### config.mk
export PLATFORM = sky130hd
export DESIGN_NAME = atrp_ram
export DESIGN_NICKNAME = d
export VERILOG_FILES = /design/src/rtl/atrp_ram.sv
export SDC_FILE = /design/constraint.sdc
export NUM_CORES = 1
export LEC_CHECK = 0
export BUFFER_PORTS_ARGS = -buffer_cell sky130_fd_sc_hd__buf_2
export CORE_ASPECT_RATIO = 1.75
export CORE_MARGIN = 3
export CORE_UTILIZATION = 55
export CTS_BUF_LIST = sky130_fd_sc_hd__clkbuf_2 sky130_fd_sc_hd__clkbuf_4 sky130_fd_sc_hd__clkbuf_8
export DETAILED_ROUTE_END_ITERATION = 6
export GPL_TIMING_DRIVEN = 1
export PLACE_DENSITY = 0.75
export SETUP_SLACK_MARGIN = 0.02
export SYNTH_ARGS = -nofsm -noshare
export SYNTH_HDL_FRONTEND = slang
export SYNTH_SLANG_ARGS = --single-unit
### constraint.sdc
create_clock -name clk -period 1.9 [get_ports clk]
set_clock_uncertainty 0.15 [all_clocks]
set_input_delay 0.19 -clock clk [delete_from_list [all_inputs] [get_ports clk]]
set_output_delay 0.19 -clock clk [all_outputs]
set_load 0.03 [all_outputs]
### src/rtl/atrp_ram.sv
// Generic single-write, single-read RAM with registered read data.
`default_nettype none
module atrp_ram #(
  parameter int WIDTH = 8,
  parameter int DEPTH = 16
) (
  input  wire logic                                       clk,
  input  wire logic                                       we,
  input  wire logic [(DEPTH > 1 ? $clog2(DEPTH) : 1)-1:0] waddr,
  input  wire logic [WIDTH-1:0]                           wdata,
  input  wire logic                                       re,
  input  wire logic [(DEPTH > 1 ? $clog2(DEPTH) : 1)-1:0] raddr,
  output logic      [WIDTH-1:0]                           rdata
);

  logic [WIDTH-1:0] mem_r [DEPTH];

  always_ff @(posedge clk) begin
    if (we) begin
      mem_r[waddr] <= wdata;
    end
    if (re) begin
      rdata <= mem_r[raddr];
    end
  end

endmodule
`default_nettype wire

# After elaboration in Yosys (flattened, before gate mapping)

Memories as Yosys holds them, arrays and structs flattened. A register that Yosys moved wholly into a read port is not among the register bits.
Cells that the tools add are included.

Register bits: 0
Memory bits (writable): 128
Input bits: 19
Output and inout bits: 8
Word-level logic and storage cells: 3
Memories kept: 1

Muxes and demuxes: 2

Memories:

| memory | depth | bits a word | read ports | clocked after memory_dff | write ports | line | source |
|---|---|---|---|---|---|---|---|
| mem_r  | 16    | 8           | 1          | 1                        | 1           | 16   | `logic [WIDTH-1:0] mem_r [DEPTH];` |

Operator list:

| kind              | count |
|---|---|
| two-way mux 1 bit | 2 |

# Longest topological paths before layout

Depth after elaboration: 2
Gate-level depth with buffers: 5
Gate-level depth less buffers: 3

# Worst setup path before layout

OpenSTA, ideal clock, no wires.

Kind: input-to-reg
Start: input port waddr[2] in the netlist's numbering
End: memory mem_r[0][0] (enable)
Arrival time: 1,300 ps
Required time: 1,367 ps
Path slack: 67 ps
Stages: 2
Path through: or3b_2 nor3_1

RTL lines:

| what            | line | source |
|---|---|---|
| start, declared | 9    | `input wire logic [(DEPTH > 1 ? $clog2(DEPTH) : 1)-1:0] waddr,` |
| end, declared   | 16   |  |

Straight into the memory's write port.

==> metrics.txt <==
row count 46; reg-to-reg endpoint rdata[0]; routability congestion estimate 0.753; Clock power frac 40.4%; R2R cell count 3; Pre-antenna DRT Iters 4; kind of start point of the critical path register; # IOs 27; max_cap viols 0; CTS Buf Count 17; Logic pwr share 5.6%; CP max-delay cell mux4_1; fin nets 318; Initial Utilization 57.1%; largest net degree at the start of global routing 33; Synth Register Bits 136; post-cts sizing count 0; CTS tree yes; maximum vdd drop 0.000521 V; Fill cells 550; vias per cell 5.78; fin crit period 1640 ps; sequential share of the synthesized area 78.1%; clk root buf clkbuf_8; final wirelength 9870 um; cell count after synthesis 229; Area Growth Syn to Fin 18.1%; Cell Int Power 5.09 mW; worst path cell trace mux4_1, a22oi_1, nand2_1; Routed Antenna Nets 0; H-Tree Depth 4; pre-CTS setup slack 16.4 ps; initial antenna violation count 0; DIE WIDTH 79.7 um; synth warn 0; vias in the first global route 2659; slew margin rel. 73.5%; Crit. End Element register; Worst Path Required 1910 ps; Largest stage delay, worst path 510 ps; residual DRC count 0; total clock sinks 136; Lkg Pwr 2.11 nW; setup TNS 0 ps; worst min path class in2reg; DIE AREA 10800 um2; n_diodes 0; Post-CTS Setup Bufs 0; Finished Layout Cells 431; total power 6.29 mW; Netlist cell types 18; register area 4080 um2; cell count after placement 391; Iter 0 DRT Violations 200; final worst slack 259 ps; fin area 6170 um2; post-layout util 67.5%; total placed instance area 5650 um2; reg2reg start mem_r[2][0]; final hold vios 0; reg-to-reg slack, setup 260 ps; total gr overflow 0; Max Root-Sink Buffers 2; status complete, no violations; Power per Cell Area 1020 nW/um2; die height 135 um; Slew @ Worst Pin 398 ps; Multi-input gate area 1060 um2; via count 2490; critical path fanouts, max 1; crit path to rdata[0]; clock slew at reported path FFs 70 ps; global-route wire length before repair 15300 um; Tot GR Track Use 20.6%; hold slack 177 ps; ratio of cells with drive above 1 in the final layout 31.2%; Net Count, Synth 248; synthesized cell area 5230 um2; FMAX 609 MHz; setup violators final 0; Skew-Pair Late Insertion Delay 420 ps; worst setup path start mem_r[2][0]; crit path DAT 1650 ps; Sw Share 19.1%; net load switching power 1.20 mW; wire per inst 22.9 um; Flop pwr share 54.0%; count of input and output buffers 26; placed wire-length estimate 6550 um; Core Area 9150 um2; RSZ-0062 raised after global routing no; Final period util 86.4%; kind of critical path reg2reg; Slew Limit Fails 0; average cell area after synthesis 22.8 um2
worst min-delay path by stage:
stage,depth (start not counted),end,slack (ps),from
2_1_floorplan,0,mem_r[0][0],140,wdata[0]
3_5_place_dp,1,rdata[3],410,re
4_1_cts,3,mem_r[4][7],150,waddr[0]
3_3_place_gp,1,mem_r[6][4],420,wdata[4]
5_1_grt,3,mem_r[0][7],190,waddr[0]
6_report,3,mem_r[4][4],180,waddr[0]
cell families (layout without fill, tap and decap cells):
| family | Yosys count | count (layout) | synth area share [%] |
|---|---|---|---|
| DFF | 136 | 136 | 78.1 |
| and+or+nand+nor | 35 | 35 | 3.14 |
| muxes | 32 | 32 | 14.8 |
| AOI/OAI and AO/OA | 16 | 16 | 2.30 |
| buffers and inverters | 10 | 92 | 1.65 |
sequential cells by signal, summed over array words and instances (netlist names):
register / count
rdata: 8
mem_r: 128
area by class of cell:
cell class	instances	area share [%]
clock inverter	12	2.94
clock buffer	19	4.03
multi-input combinational	83	17.1
sequential	136	66.1
timing repair buffer	61	7.34
tap	120	2.43
Yosys cell counts:
cell             number  area [um2]
edfxtp_1            136        4080
clkdlybuf4s25_2       3        30.0
buf_2                 3        15.0
mux4_1               14         368
nor2_1               13        48.8
nor3_1                4        20.0
nand3b_1              2        15.0
buf_4                 1        7.51
nand3_1               1        5.00
and2b_1               1        7.51
and2_1                1        6.26
nand2b_1              2        12.5
buf_6                 3        33.8
mux4_2               18         405
or3b_2                1        8.76
nand2_1               9        33.8
nor2b_1               1        6.26
a22oi_1              16         120
layer usage:
layer	GRT usage, %	up-vias	part of all wire, %
li1	-	1121	-
met1	24.2	1274	37
met2	36.0	85	57
met3	5.14	10	4.8
met4	7.84	0	1.7
met5	0	-	0
timing repair:
| item | in CTS | in global routing |
|---|---|---|
| hold buffers | 9 | 0 |
| setup endpoints to repair | 0 | 0 |
| endpoints found under the hold margin | 132 | 0 |
critical path, delay by kind of cell, from the launching register on:
| kind | cells | cell delay [ps] |
|---|---|---|
| flip-flops | 1 | 390 |
| AO/OA/AOI/OAI | 1 | 250 |
| multiplexers | 1 | 510 |
| AND/OR/NAND/NOR | 1 | 100 |
power by group through the flow:
stage | combinational (mW) | sequential, mW | clock, mW
finish | 0.355 | 3.39 | 2.54
global route | 0.385 | 3.40 | 2.72
CTS | 0.360 | 3.40 | 2.60
detailed placement | 0.345 | 3.46 | 0
global placement | 0.333 | 3.46 | 0
floorplan | 0.171 | 3.49 | 0
cell usage in the layout (no fill, tap or decap), types with 3 or more instances in the layout:
master         instances
mux4_2                18
nor3_1                 4
dlygate4sd3_1          9
nand2_1                9
buf_12                 3
clkbuf_8              17
buf_2                 26
edfxtp_1             136
buf_4                 23
nor2_1                13
clkinv_1               5
mux4_1                14
bufinv_16              5
a22oi_1               16
No activity file was read; power rests on OpenSTA's default activity.
