## src/rtl/atrp_pkg.sv

```systemverilog
// Shared types and constants of the AT response parser.
`default_nettype none
package atrp_pkg;

  localparam int LINE_IDX_W = 6;
  localparam int CNT_W      = 7;

  localparam logic [7:0] CH_CR     = 8'h0D;
  localparam logic [7:0] CH_LF     = 8'h0A;
  localparam logic [7:0] CH_O      = 8'h4F;
  localparam logic [7:0] CH_K      = 8'h4B;
  localparam logic [7:0] CH_E      = 8'h45;
  localparam logic [7:0] CH_R      = 8'h52;
  localparam logic [7:0] CH_PLUS   = 8'h2B;
  localparam logic [7:0] PRINT_LO  = 8'd32;
  localparam logic [7:0] PRINT_HI  = 8'd126;

  typedef enum logic [1:0] {
    ST_BUSY  = 2'd0,
    ST_DONE  = 2'd1,
    ST_ERROR = 2'd2
  } status_t;

  typedef struct packed {
    logic                  char_we;
    logic                  len_we;
    logic [LINE_IDX_W-1:0] line;
    logic [7:0]            col;
    logic [7:0]            data;
  } atrp_wr_t;

  typedef struct packed {
    status_t    status;
    logic       ok;
    logic [4:0] count;
  } atrp_res_t;

endpackage
`default_nettype wire

```

## src/rtl/atrp_parser.sv

```systemverilog
// Response syntax state machine with line and column counters.
`default_nettype none
module atrp_parser #(
  parameter int MAX_LINES = 16,
  parameter int LINE_SIZE = 128
) (
  input  wire logic                    clk,
  input  wire logic                    rst_n,
  input  wire logic                    feed,
  input  wire logic [7:0]              rx_byte,
  output atrp_pkg::atrp_wr_t           wr,
  output atrp_pkg::atrp_res_t          res,
  output logic [atrp_pkg::CNT_W-1:0]   stored_lines
);
  import atrp_pkg::*;

  localparam int CW = $clog2(MAX_LINES + 1);

  typedef enum logic [16:0] {
    S_START    = 17'h00001,
    S_LF0      = 17'h00002,
    S_HEAD     = 17'h00004,
    S_K        = 17'h00008,
    S_OK_CR    = 17'h00010,
    S_OK_LF    = 17'h00020,
    S_E_R1     = 17'h00040,
    S_E_R2     = 17'h00080,
    S_E_O      = 17'h00100,
    S_E_R3     = 17'h00200,
    S_E_CR     = 17'h00400,
    S_E_LF     = 17'h00800,
    S_LINE     = 17'h01000,
    S_LINE_LF  = 17'h02000,
    S_AFTER    = 17'h04000,
    S_BLANK_LF = 17'h08000,
    S_FINAL    = 17'h10000
  } state_t;

  state_t        state_r, state_nxt;
  logic [7:0]    col_r, col_nxt;
  logic [CW-1:0] cnt_r, cnt_nxt;
  logic          ok_r, ok_nxt;
  logic          bad, done, printable, room_line, room_col;

  assign printable = rx_byte inside {[PRINT_LO:PRINT_HI]};
  assign room_line = cnt_r < CW'(MAX_LINES);
  assign room_col  = col_r < 8'(LINE_SIZE);

  always_comb begin
    state_nxt    = state_r;
    col_nxt      = col_r;
    cnt_nxt      = cnt_r;
    ok_nxt       = ok_r;
    bad          = 1'b0;
    done         = 1'b0;
    wr.char_we   = 1'b0;
    wr.len_we    = 1'b0;
    wr.line      = LINE_IDX_W'(cnt_r);
    wr.col       = col_r;
    wr.data      = rx_byte;
    if (feed) begin
      case (state_r)
        S_START: begin
          if (rx_byte == CH_CR) begin
            cnt_nxt   = '0;
            col_nxt   = '0;
            state_nxt = S_LF0;
          end else bad = 1'b1;
        end
        S_LF0: begin
          if (rx_byte == CH_LF) state_nxt = S_HEAD; else bad = 1'b1;
        end
        S_HEAD: begin
          if (rx_byte == CH_O) state_nxt = S_K;
          else if (rx_byte == CH_E) state_nxt = S_E_R1;
          else if (rx_byte == CH_PLUS) begin
            col_nxt   = '0;
            state_nxt = S_LINE;
          end else bad = 1'b1;
        end
        S_K: begin
          if (rx_byte == CH_K) state_nxt = S_OK_CR; else bad = 1'b1;
        end
        S_OK_CR: begin
          if (rx_byte == CH_CR) state_nxt = S_OK_LF; else bad = 1'b1;
        end
        S_OK_LF: begin
          if (rx_byte == CH_LF) begin
            ok_nxt = 1'b1;
            done   = 1'b1;
          end else bad = 1'b1;
        end
        S_E_R1: begin
          if (rx_byte == CH_R) state_nxt = S_E_R2; else bad = 1'b1;
        end
        S_E_R2: begin
          if (rx_byte == CH_R) state_nxt = S_E_O; else bad = 1'b1;
        end
        S_E_O: begin
          if (rx_byte == CH_O) state_nxt = S_E_R3; else bad = 1'b1;
        end
        S_E_R3: begin
          if (rx_byte == CH_R) state_nxt = S_E_CR; else bad = 1'b1;
        end
        S_E_CR: begin
          if (rx_byte == CH_CR) state_nxt = S_E_LF; else bad = 1'b1;
        end
        S_E_LF: begin
          if (rx_byte == CH_LF) begin
            ok_nxt = 1'b0;
            done   = 1'b1;
          end else bad = 1'b1;
        end
        S_LINE: begin
          if (printable) begin
            if (room_line && room_col) begin
              wr.char_we = 1'b1;
              col_nxt    = col_r + 8'd1;
            end
          end else if (rx_byte == CH_CR) begin
            if (room_line) begin
              wr.len_we = 1'b1;
              cnt_nxt   = cnt_r + CW'(1);
            end
            col_nxt   = '0;
            state_nxt = S_LINE_LF;
          end else bad = 1'b1;
        end
        S_LINE_LF: begin
          if (rx_byte == CH_LF) state_nxt = S_AFTER; else bad = 1'b1;
        end
        S_AFTER: begin
          if (rx_byte == CH_PLUS) begin
            col_nxt   = '0;
            state_nxt = S_LINE;
          end else if (rx_byte == CH_CR) state_nxt = S_BLANK_LF;
          else bad = 1'b1;
        end
        S_BLANK_LF: begin
          if (rx_byte == CH_LF) state_nxt = S_FINAL; else bad = 1'b1;
        end
        S_FINAL: begin
          if (rx_byte == CH_O) state_nxt = S_K;
          else if (rx_byte == CH_E) state_nxt = S_E_R1;
          else bad = 1'b1;
        end
        default: bad = 1'b1;
      endcase
      if (bad || done) begin
        state_nxt = S_START;
      end
    end
  end

  always_comb begin
    res.status = bad ? ST_ERROR : (done ? ST_DONE : ST_BUSY);
    res.ok     = ok_nxt;
    res.count  = 5'(cnt_nxt);
  end

  assign stored_lines = CNT_W'(cnt_r);

  always_ff @(posedge clk) begin
    if (!rst_n) begin
      state_r <= S_START;
      col_r   <= '0;
      cnt_r   <= '0;
      ok_r    <= 1'b0;
    end else begin
      state_r <= state_nxt;
      col_r   <= col_nxt;
      cnt_r   <= cnt_nxt;
      ok_r    <= ok_nxt;
    end
  end

  a_cnt_bound: assert property (@(posedge clk) disable iff (!rst_n)
    cnt_r <= CW'(MAX_LINES)) else $error("line count beyond store");
  a_col_bound: assert property (@(posedge clk) disable iff (!rst_n)
    col_r <= 8'(LINE_SIZE)) else $error("column beyond line size");
  a_end_start: assert property (@(posedge clk) disable iff (!rst_n)
    feed && (bad || done) |=> state_r == S_START) else $error("no return to start");

endmodule
`default_nettype wire

```

## config.mk

```make
export PLATFORM = sky130hd
export DESIGN_NAME = atrp_parser
export DESIGN_NICKNAME = d
export VERILOG_FILES = /design/src/rtl/atrp_pkg.sv /design/src/rtl/atrp_parser.sv
export SDC_FILE = /design/constraint.sdc
export NUM_CORES = 1
export LEC_CHECK = 0
export BUFFER_PORTS_ARGS = -buffer_cell sky130_fd_sc_hd__buf_2
export CAP_MARGIN = 20
export CORE_MARGIN = 2
export CORE_UTILIZATION = 35
export CTS_BUF_LIST = sky130_fd_sc_hd__clkbuf_8 sky130_fd_sc_hd__clkbuf_16
export DETAILED_ROUTE_END_ITERATION = 7
export MAX_ROUTING_LAYER = met4
export PLACE_DENSITY = 0.55
export SYNTH_ARGS = -nofsm -noshare
export SYNTH_HDL_FRONTEND = slang
export SYNTH_SLANG_ARGS = --single-unit
```

## constraint.sdc

```tcl
create_clock -name clk -period 3.28 [get_ports clk]
set_input_delay 0.164 -clock clk [delete_from_list [all_inputs] [get_ports clk]]
set_output_delay 0.164 -clock clk [all_outputs]
set_load 0.01 [all_outputs]
```

# Word level (Yosys, flattened, before mapping)
# Index checks and enable logic that the tools add are counted.
[classes]
reduce_logical = 11
n_eq_ne = 43
mux = 67
n_addsub = 2
n_lt_le_gt_ge = 4
[ops]
columns = ["op", "count"]
rows = [
  ["$mux 17", 21],
  ["$pmux 17 s15", 1],
  ["$mux 8", 6],
  ["$ne 3x3->1 const B", 14],
  ["$eq 8x7->1 const B", 4],
  ["$pmux 8 s4", 1],
  ["$mux 1", 27],
  ["$mux 5", 5],
  ["$reduce_and 18->1", 1],
  ["$eq 17x1->1 const B", 1],
  ["$eq 17x10->1 const B", 1],
  ["$eq 17x11->1 const B", 1],
  ["$eq 17x12->1 const B", 1],
  ["$eq 17x13->1 const B", 1],
  ["$eq 17x14->1 const B", 1],
  ["$eq 17x15->1 const B", 1],
  ["$eq 17x16->1 const B", 1],
  ["$eq 17x17->1 const B", 1],
  ["$eq 17x2->1 const B", 1],
  ["$eq 17x3->1 const B", 1],
  ["$eq 17x4->1 const B", 1],
  ["$eq 17x5->1 const B", 1],
  ["$eq 17x6->1 const B", 1],
  ["$eq 17x7->1 const B", 1],
  ["other kinds (25)", 32],
]
[totals]
elab_cells = 131
inputBits = 11
ff_bits = 31

# Longest topological paths before layout
[logic_depth]
ltp_word = 9
mapped_depth = 10
ltp_nobuf = 7

# Worst setup path after synthesis
# OpenSTA, ideal clock, no wires.
[synth_timing]
path_kind = "register to register"
from = "register state_r[4]"
to = "register state_r[12]"
period_less_slack_ps = 2615
path_stages_with_launch = 9
path_slack_ps = 665
arrival_ps = 2531
t_required_ps = 3197
path_cell_list = "dfxtp_1 > or4_4 > nor4_4 > and3_1 > or3_1 > nor4_1 > or4b_4 > buf_6 > o31ai_4"
[synth_between]
elab_chain_cells = 7
[synth_rtl]
columns = ["element", "line", "text"]
rows = [
  ["from (decl)", "atrp_parser.sv:39", "state_t state_r, state_nxt;"],
  ["from (signal assigned)", "atrp_parser.sv:170", "state_r <= state_nxt;"],
  ["$eq 17x16->1, or another cell as far along", "atrp_parser.sv:62", "case (state_r)"],
  ["$reduce_or 5->1 (no source line), or another cell as far along", "--", ""],
  ["$pmux 1 s9 / $mux 1 (equally long branches)", "--", ""],
  ["$mux 1", "atrp_parser.sv:61", "if (feed) begin"],
  ["$logic_or 1x1->1", "atrp_parser.sv:149", "if (bad || done) begin"],
  ["$reduce_bool 16->1 (no source line), or another cell as far along", "--", ""],
  ["$reduce_and 18->1 (no source line)", "--", ""],
]
# Several ways; a longest one is shown, not always the timed one. The select of a mux whose other input is x is not followed.
# A chain may end at the register's enable or synchronous reset.

==> results by group <==
Run status
  • Status: completed

Detailed routing
  • DRC: 0
  • ANT nets after route: 0
  • Routed WL per cell: 16.28 um
  • Overall via count from detail_route: 2773
  • Via density: 5.913
  • Post-detailed-routing wire length: 7.634 mm
  • TritonRoute pass-1 iters: 5
  • Starting DRC count in detailed routing: 231

Floorplanning
  • Die W: 89.29 um
  • Die Y: 89.29 um
  • Io pins: 50
  • Rows: 31
  • Starting Density: 35.68%
  • Total die area: 7973 sq um
  • Core area: 7137 sq um

Synthesis
  • Synth Area in XOR/XNOR: 1.720%
  • Complex-gate fraction of the synthesized area: 20.49%
  • Largest family of logic cells by synthesized area: simple AND/OR/NAND/NOR gates
  • Post-synthesis mux area share: 0.3931%
  • Syn Area/Cell: 7.445 sq um
  • Post-synth top area share: 24.37%
  • Cell count after synthesis: 342
  • Synth cell types: 62
  • Ys async rst share: 0%
  • Post-synthesis sequential area ratio: 24.37%
  • Adder-Cell Fraction of Synth Area: 0.9828%
  • Synth Warn #: 0
  • Fraction of the mapped netlist area in simple logic gates: 43.24%
  • Mapped Area: 2546 sq um
  • Post-synthesis register bit count: 31
  • Cell taking the most area after synthesis: dfxtp_1
  • Number of enable flip-flop cells after synthesis: 0
  • Main synth FF type: dfxtp_1
  • Top cells by area, synth: dfxtp_1 (24%), buf_4 (5.3%), nor2_1 (4.7%)

Place
  • Placed Instances: 461
  • Final GP Congestion: 0.9243
  • Port bufs: 46
  • Detailed placement HPWL: 5.859 mm

Global route
  • GR Layer Usage met1: 27.54%
  • Total gr overflow: 0
  • Global routing's busiest layer: met2
  • Met3 GRT Util: 4.247%
  • Initial antenna violation count: 0
  • Largest net degree at the start of global routing: 19
  • Met2 Use GR: 32.39%
  • Vias in the first global route: 2446
  • First-pass GRT wire length: 12.56 mm
  • Tot GR Track Use: 20.63%

Power and ir drop
  • Leakage: 1.107 nW
  • Max VDD drop: 0.0002672 V
  • Power per cell area: 518.4 nW/um^2

Worst setup path
  • Worst stage delay on the critical path: 0.58 ns
  • Crit Path Class: register to primary output
  • CP max-delay cell: or4_4
  • Worst EP arrival: 2.87 ns
  • Crit Path Max Fanout: 7
  • Critical Path, Cell by Cell: or4_4 > nor4_4 > nand3_1 > nor3_1 > a21oi_1 > a41oi_1 > buf_2
  • Setup crit end kind: primary output
  • CP required: 3.12 ns
  • Reg-to-reg slack, setup: 0.35 ns
  • CP Launch Type: register

Clocking
  • Number of H-tree levels: 2
  • Clock Latency Late Sink: 0.30 ns
  • Worst-path clk slew: 0.08 ns
  • Clk buf depth: 2
  • Inserted Clock Buffers: 5
  • Hold-fix buffers, CTS: 0
  • Root buf cell: clkbuf_8
  • Clock Sinks: 31
  • Post_cts resized: 0
  • CTS tree: yes
  • Post-CTS setup buffer count: 0

Finish
  • Antenna fix cells: 0
  • Proportion of layout cells with a drive suffix above 1: 20.27%
  • Non-filler cells, final: 469
  • Area grow syn2layout: 11.40%
  • Final nets: 382

Job
  • Max Cap Viol: 0

Timing
  • Slew headroom: 51.98%
  • Final min period: 3.038 ns
  • Final Setup Violations: 0
  • Fin. max-slew vios: 0
  • Setup TNS Final: 0 ns
  • Final Hold Vio Count: 0
  • RSZ-0062 raised after global routing: false
  • Slew @ Worst Pin: 0.7177 ns
  • Tcrit/Tclk final: 92.63%
  • Max Clk Rate: 0.3291 GHz
  • Setup Skew: 0.02051 ns

Worst hold path
  • Worst hold path type: input pin to register
==> report_power, final <==
part / switching [W] / internal, W
clock network: 0.000171 / 0.000148
logic: 0.000424 / 0.000251
registers: 0.0000696 / 0.000408
total: 0.000665 / 0.000806
==> metrics by stage <==
| stage | setup slack (ns) | area (sq um) | hold WS (ns) | power [W] | util [%] |
|---|---|---|---|---|---|
| 2_1_floorplan | 0.6652 | 2554 | 0.3178 | 0.0009869 | - |
| 3_3_place_gp | 0.4754 | 2748 | 0.5038 | 0.001144 | 38.50 |
| 3_5_place_dp | 0.4804 | 2748 | 0.5084 | 0.001138 | 38.50 |
| 4_1_cts | 0.2305 | 2836 | 0.2554 | 0.001457 | 39.74 |
| 5_1_grt | 0.07635 | 2836 | 0.2667 | 0.001556 | 39.74 |
| 6_report | 0.2417 | 2836 | 0.2598 | 0.001471 | 39.74 |
==> metal layers <==
metal	share of wire, %	wire length, um	vias up
li1	-	-	1321
met1	44	3345	1290
met2	47	3625	150
met3	7.6	580	12
met4	1.1	82	0
met5	0	0	-
==> flip-flops by register name, indices dropped and copies added (netlist names) <==
signal and count:
cnt_r 5, state_r 17, ok_r 1, col_r 8
==> worst max-delay path: cells and delay by family, from the launching register on <==
kind                   cells  cell delay, ns
buffers and inverters      1            0.18
flip-flops                 1            0.37
AND/OR/NAND/NOR            4            1.66
AO/OA/AOI/OAI              2            0.36
==> cells in the final DEF (no fill, tap or decap), drive strengths merged, types with 7 or more instances in the layout <==
cell | synthesis | routed
nor4b | 8 | 8
nand4 | 7 | 7
o21ai | 23 | 23
and3 | 10 | 10
and2 | 10 | 10
dfxtp | 31 | 31
nor2 | 32 | 32
nand3 | 21 | 21
nor3 | 19 | 19
a21oi | 9 | 9
o31ai | 7 | 7
or3 | 11 | 11
nor4 | 14 | 14
nand2 | 31 | 31
buf | 21 | 52
==> layout make-up <==
type | instances | area, sq um
Fill cell | 762 | 4300
Multi-Input combinational cell | 275 | 1713
Sequential cell | 31 | 620.6
Timing Repair Buffer | 52 | 275.3
Tap cell | 99 | 123.9
Clock buffer | 5 | 68.82
Clock inverter | 3 | 20.02
Inverter | 4 | 15.01
==> worst paths after layout <==
path	cells past startpoint	endpoint	startpoint
worst max-delay path	7	res[2]	state_r[5]
worst min-delay path	2	col_r[3]	rst_n
worst max register to register	8	state_r[2]	state_r[5]
worst min register to register	2	col_r[6]	col_r[6]
==> cells in the mapped netlist (5+ instances only) <==
master and instances:
nor2_1 32, dfxtp_1 31, nand2_1 31, nand3_1 21, nor3_1 19, buf_4 18, o21ai_0 18, clkbuf_1 13
nor4_1 11, or3_1 11, and2_1 10, and3_1 10, a21oi_1 9, nor4b_1 8, nand4_1 7, nor2b_1 6
a21boi_0 5, o21ai_1 5, o31ai_2 5
==> kinds of logic after synthesis <==
group / Yosys count
muxes: 1
other: 1
buffers and inverters: 38
and+or+nand+nor: 191
xor gates and xnor gates: 5
adders and majority gates: 2
AOI/OAI and AO/OA: 73
DFF: 31
Note: power is estimated with default switching activity, not from simulation.
